**src/hw/rtl/nlc_pkg.sv**
```systemverilog
package nlc_pkg;

  localparam int TICK_W   = 31;
  localparam int YEAR_W   = 18;
  localparam int MONTH_W  = 4;
  localparam int DAY_W    = 5;
  localparam int HOUR_W   = 5;
  localparam int STATUS_W = 2;
  localparam int MUL_W    = 32;

  localparam logic [TICK_W-1:0]  EPOCH_HOURS    = 31'd43800000;
  localparam logic [TICK_W-1:0]  TICK_MAX       = 31'h7FFFFFFF;
  localparam int                 DAYS_PER_YEAR  = 365;
  localparam int                 HOURS_PER_DAY  = 24;
  localparam int                 HOURS_PER_YEAR = DAYS_PER_YEAR * HOURS_PER_DAY;
  localparam logic [MONTH_W-1:0] MONTHS         = 4'd12;

  localparam int          YEAR_SHIFT = 45;
  localparam longint      YEAR_RECIP_L =
    ((64'd1 << YEAR_SHIFT) + HOURS_PER_YEAR - 1) / HOURS_PER_YEAR;
  localparam logic [MUL_W-1:0] YEAR_RECIP = YEAR_RECIP_L[MUL_W-1:0];

  localparam int               DIV3_SHIFT = 11;
  localparam logic [MUL_W-1:0] DIV3_RECIP = 32'd683;

  localparam logic [STATUS_W-1:0] ST_OK       = 2'd0;
  localparam logic [STATUS_W-1:0] ST_EARLY    = 2'd1;
  localparam logic [STATUS_W-1:0] ST_INVALID  = 2'd2;
  localparam logic [STATUS_W-1:0] ST_OVERFLOW = 2'd3;

  function automatic logic [DAY_W-1:0] month_days(input logic [MONTH_W-1:0] idx);
    logic [DAY_W-1:0] d;
    unique case (idx)
      4'd0, 4'd2, 4'd4, 4'd6, 4'd7, 4'd9, 4'd11: d = 5'd31;
      4'd1:                                     d = 5'd28;
      4'd3, 4'd5, 4'd8, 4'd10:                  d = 5'd30;
      default:                                  d = 5'd0;
    endcase
    return d;
  endfunction

  function automatic logic [8:0] days_before(input logic [MONTH_W-1:0] mo);
    logic [8:0] d;
    unique case (mo)
      4'd1:    d = 9'd0;
      4'd2:    d = 9'd31;
      4'd3:    d = 9'd59;
      4'd4:    d = 9'd90;
      4'd5:    d = 9'd120;
      4'd6:    d = 9'd151;
      4'd7:    d = 9'd181;
      4'd8:    d = 9'd212;
      4'd9:    d = 9'd243;
      4'd10:   d = 9'd273;
      4'd11:   d = 9'd304;
      4'd12:   d = 9'd334;
      default: d = 9'd0;
    endcase
    return d;
  endfunction

endpackage

```
**src/hw/rtl/nlc_mul.sv**
```systemverilog
module nlc_mul (
  input  logic                          clk,
  input  logic [nlc_pkg::MUL_W-1:0]     a_i,
  input  logic [nlc_pkg::MUL_W-1:0]     b_i,
  output logic [2*nlc_pkg::MUL_W-1:0]   p_r
);

  logic [2*nlc_pkg::MUL_W-1:0] p_nxt;

  assign p_nxt = a_i * b_i;

  always_ff @(posedge clk) begin
    p_r <= p_nxt;
  end

endmodule

```
**config.mk**
```make
export PLATFORM = sky130hd
export DESIGN_NAME = nlc_mul
export DESIGN_NICKNAME = d
export VERILOG_FILES = /design/src/hw/rtl/nlc_pkg.sv /design/src/hw/rtl/nlc_mul.sv
export SDC_FILE = /design/constraint.sdc
export NUM_CORES = 2
export LEC_CHECK = 0
export ABC_AREA = 1
export BUFFER_PORTS_ARGS = -buffer_cell sky130_fd_sc_hd__buf_2
export CAP_MARGIN = 20
export CELL_PAD_IN_SITES_DETAIL_PLACEMENT = 2
export CELL_PAD_IN_SITES_GLOBAL_PLACEMENT = 2
export CORE_MARGIN = 4
export CORE_UTILIZATION = 40
export DETAILED_ROUTE_END_ITERATION = 10
export PLACE_DENSITY_LB_ADDON = 0.1
export SYNTH_ARGS = -nofsm -noshare
export SYNTH_HDL_FRONTEND = slang
export SYNTH_SLANG_ARGS = --single-unit
export TNS_END_PERCENT = 20
```
**constraint.sdc**
```tcl
create_clock -name clk -period 11.4 [get_ports clk]
set_input_delay 1.14 -clock clk [delete_from_list [all_inputs] [get_ports clk]]
set_output_delay 1.14 -clock clk [all_outputs]
set_load 0.1 [all_outputs]
```
Word-level counts from Yosys, hierarchy flattened
Index checks and enable logic that the tools add are counted.
{ "totals": {"out_inout_bits": 64, "input_bits": 65, "register_bits": 64} }
{ "classes": {"n_mul": 1} }
{ "op_table": {"columns": ["cell", "n"], "rows": [
  ["$mul 32x32->64", 1]
]} }

Depth between registers and ports, before layout
{ "depth": {"depth_word": 1, "mapped_depth": 30, "depth_no_buf": 29} }

Worst setup path before layout
OpenSTA, ideal clock, no wires.
{ "synth_path": {"path_type": "input port to flip-flop", "start": "input a_i[25] in the netlist's numbering", "end": "register p_r[62] in the netlist's numbering", "path_buffers": 1, "required_ns": 11.288, "path_stages": 25, "slack_ns": 4.445, "arrival_ns": 6.843, "cell_sequence": "clkbuf_1 > nand2_1 > fa_1 > inv_1 > fa_1 > inv_1 > fa_1 > inv_1 > fa_1 > fa_1 > fa_1 > fa_1 > inv_1 > fa_1 > inv_1 > ha_1 > nand2_1 > nor2_1 > inv_2 > nor2_4 > nand2_2 > nor3_2 > nand2_1 > nand3_1 > nand2_1"} }
{ "synth_via": {"elab_chain_len": 1} }
{ "synth_rtl": {"columns": ["item", "line_no", "text"], "rows": [
  ["start: declaration", "nlc_mul.sv:3", "input logic [nlc_pkg::MUL_W-1:0] a_i,"],
  ["$mul 32x32->64", "nlc_mul.sv:10", "assign p_nxt = a_i * b_i;"],
  ["via p_nxt, one bit", "nlc_mul.sv:8", "logic [2*nlc_pkg::MUL_W-1:0] p_nxt;"],
  ["end signal: assignment", "nlc_mul.sv:13", "p_r <= p_nxt;"],
  ["end: declaration", "nlc_mul.sv:5", "output logic [2*nlc_pkg::MUL_W-1:0] p_r"]
]} }
The timed path passes the listed nets, and every way through them passes these cells.

Worst setup path after layout
{ "layout_path": {"start": "input a_i[21] in the netlist's numbering", "end": "register p_r[47] in the netlist's numbering"} }
Same word-level chain as after synthesis.

==> run summary <==
CP max-delay cell - buf_2
Reg area - 1280 µm²
Final Hold Viols - 0
Row cnt - 111
Core area - 92200 µm²
Postcts setup bufs - 0
RD Place Congestion - 0.879
Antenna Violating Nets Remaining - 0
Dpl hpwl - 112000 µm
Max Clk Rate - 121 MHz
Die Span Y - 314 µm
Fin crit share - 0.723
Most flops, register - p_r
Post-synthesis cell count - 5021
Met3 Use GR - 0.0254
Ports - 129
CTS resizes - 0
Full die area - 98400 µm²
Worst hold slack - 1.38 ns
Hold_buf cts - 0
Slew margin rel. - 0.306
Outcome - finished clean
Mapped Avg Cell Area - 7.45 µm²
Most used routing layer - met2
Max Root-Sink Buffers - 2
Most frequent CP cell - fa_1
Required time of the worst setup path - 11.60 ns
CTS Root Cell - clkbuf_16
CTS tree - yes
Synth Register Bits - 64
NumNets Final - 6214
Critical Path Start Type - input pin
DR iter-0 viols - 1274
Footprint of the multi-input gates - 28900 µm²
Ys Warns - 0
Least-Margin Pin Slew - 1.04 ns
# setup viols final - 0
Clk slew on worst S/H paths - 0.06 ns
First-pass GRT wire length - 210000 µm
Initial antenna violation count - 8
Hold WC Path Type - in -> reg
Final std cells w/o fill - 6240
Dpl ws - 2.82 ns
Area Overhead vs Synth - 5.17%
Clock sink total - 64
Sequential share of the synthesized area - 0.0343
Mapped Area - 37400 µm²
Setup TNS Final - 0 ns
Die Wd - 314 µm
Crit Path Max Fanout - 32
Fillers - 11.1k
Unrepaired setup endpoints after global routing - no
Crit. End Element - register
CTS H-tree lvls - 3
Port bufs - 128
Crit path kind - in -> reg
Maxcap violations - 0
Crit path cell chain - buf_2, nand2_1, fa_1, fa_1, fa_1, fa_1, inv_1, fa_1, fa_1, fa_1, fa_1, ha_1, nand2_1, nor2_1, inv_2, nor2_1, a21oi_1, nand2_2, nand2_1, nand3_1, nand2_1
DRC Markers - 0
Pre-Repair DR Iteration Count - 6
Largest registers - p_r x64
DRT Wirelength - 133000 µm
Share of cells above drive strength 1 - 0.0449
GRT met1 Usage - 0.357
Critical path arrival - 8.44 ns
Routed len/inst - 21.4 µm
Max-slew violations - 0
Final Worst Setup Slack - 3.16 ns
Via density - 4.88
Via Count - 30.4k
GRT Util Overall - 0.280
Distinct cell type count of the synthesized netlist - 23
GRT overflow - 0
Max FFs per register - 64
Vias in the first global route - 36.2k
Met2 Usage GRT - 0.509
Starting density of the core - 0.405
Final worst path period need - 8.24 ns
Placed cell count - 6222
Syn Nets - 6245
Pin count of the biggest net entering global routing - 33
CTS Buf Count - 9
Largest stage delay, worst path - 0.71 ns
==> synthesized netlist by cell type <==
master	count	share of area
inv_1	1725	0.17
nand2_1	1565	0.16
fa_1	896	0.48
ha_1	263	0.088
clkbuf_1	192	0.019
nor2_1	79	0.0079
dfxtp_1	64	0.034
nand3_1	59	0.0079
a21oi_1	44	0.0059
xor2_1	33	0.0077
nand4_1	16	0.0027
nor2_2	15	0.0025
nand2_2	13	0.0022
nor3_1	12	0.0016
inv_2	10	0.0010
o21bai_1	10	0.0020
nand3_2	7	0.0019
nor2_4	6	0.0018
nor3_2	4	0.0011
nor3_4	2	0.00087
o21ai_0	2	0.00027
o21bai_2	2	0.00060
xnor2_1	2	0.00047
==> cells by family (layout without fill, tap and decap cells) <==
| logic type | after synthesis | in the layout | synth area share |
|---|---|---|---|
| AOI/OAI and AO/OA | 58 | 58 | 0.00877 |
| buffers and inverters | 1927 | 1900 | 0.193 |
| adders and majority gates | 1159 | 1159 | 0.568 |
| other | 0 | 3 | 0 |
| and+or+nand+nor | 1778 | 1778 | 0.188 |
| DFF | 64 | 64 | 0.0343 |
| xor gates and xnor gates | 35 | 35 | 0.00820 |
==> stage by stage <==
step / util / cell area (µm²)
3_3_place_gp: 0.423 / 39000
5_1_grt: 0.426 / 39300
6_report: 0.426 / 39300
4_1_cts: 0.426 / 39300
3_5_place_dp: 0.423 / 39000
2_1_floorplan: - / 37400
==> path summary, 6_finish.rpt <==
check | start | to | depth (start not counted) | slack [ns]
worst max-delay path | a_i[21] | p_r[47] | 21 | 3.16
worst min-delay path | b_i[0] | p_r[0] | 4 | 1.38
==> cell type report <==
cell class / instances / area share
clock buffer: 9 / 0.00573
timing repair buffer: 150 / 0.0205
tap: 1243 / 0.0396
sequential: 64 / 0.0326
inverter: 1735 / 0.166
antenna: 3 / 0.000191
clock inverter: 6 / 0.00156
multi-input combinational: 3030 / 0.734
==> layer usage <==
metal	up-vias	routed length (µm)
met2	526	68700
met4	8	4070
met3	180	4320
met1	16200	56200
met5	-	44
li1	13600	-
==> placed cells by master (no fill, tap or decap), types with 3 or more instances in the layout <==
cell       netlist  routed
nand2_1       1565    1565
dfxtp_1         64      64
nand4_1         16      16
diode_2          0       3
ha_1           263     263
nor2_2          15      15
nor3_1          12      12
clkbuf_16        0       9
buf_2            0     128
inv_2           10      10
nand3_1         59      59
nor3_2           4       4
o21bai_1        10      10
xor2_1          33      33
nor2_4           6       6
nand2_2         13      13
buf_4            0      22
a21oi_1         44      44
nor2_1          79      79
inv_1         1725    1725
clkinv_2         0       3
nand3_2          7       7
fa_1           896     896
==> critical path: cells and delay by family <==
kind / cells / cell delay [ns]
AOI/OAI and AO/OA: 1 / 0.15
adders and majority gates: 9 / 4.85
buffers and inverters: 3 / 0.86
and+or+nand+nor: 8 / 1.39
Power is not shown: default switching activity piles up to over one toggle a cycle in this logic, so the estimate is an artifact.
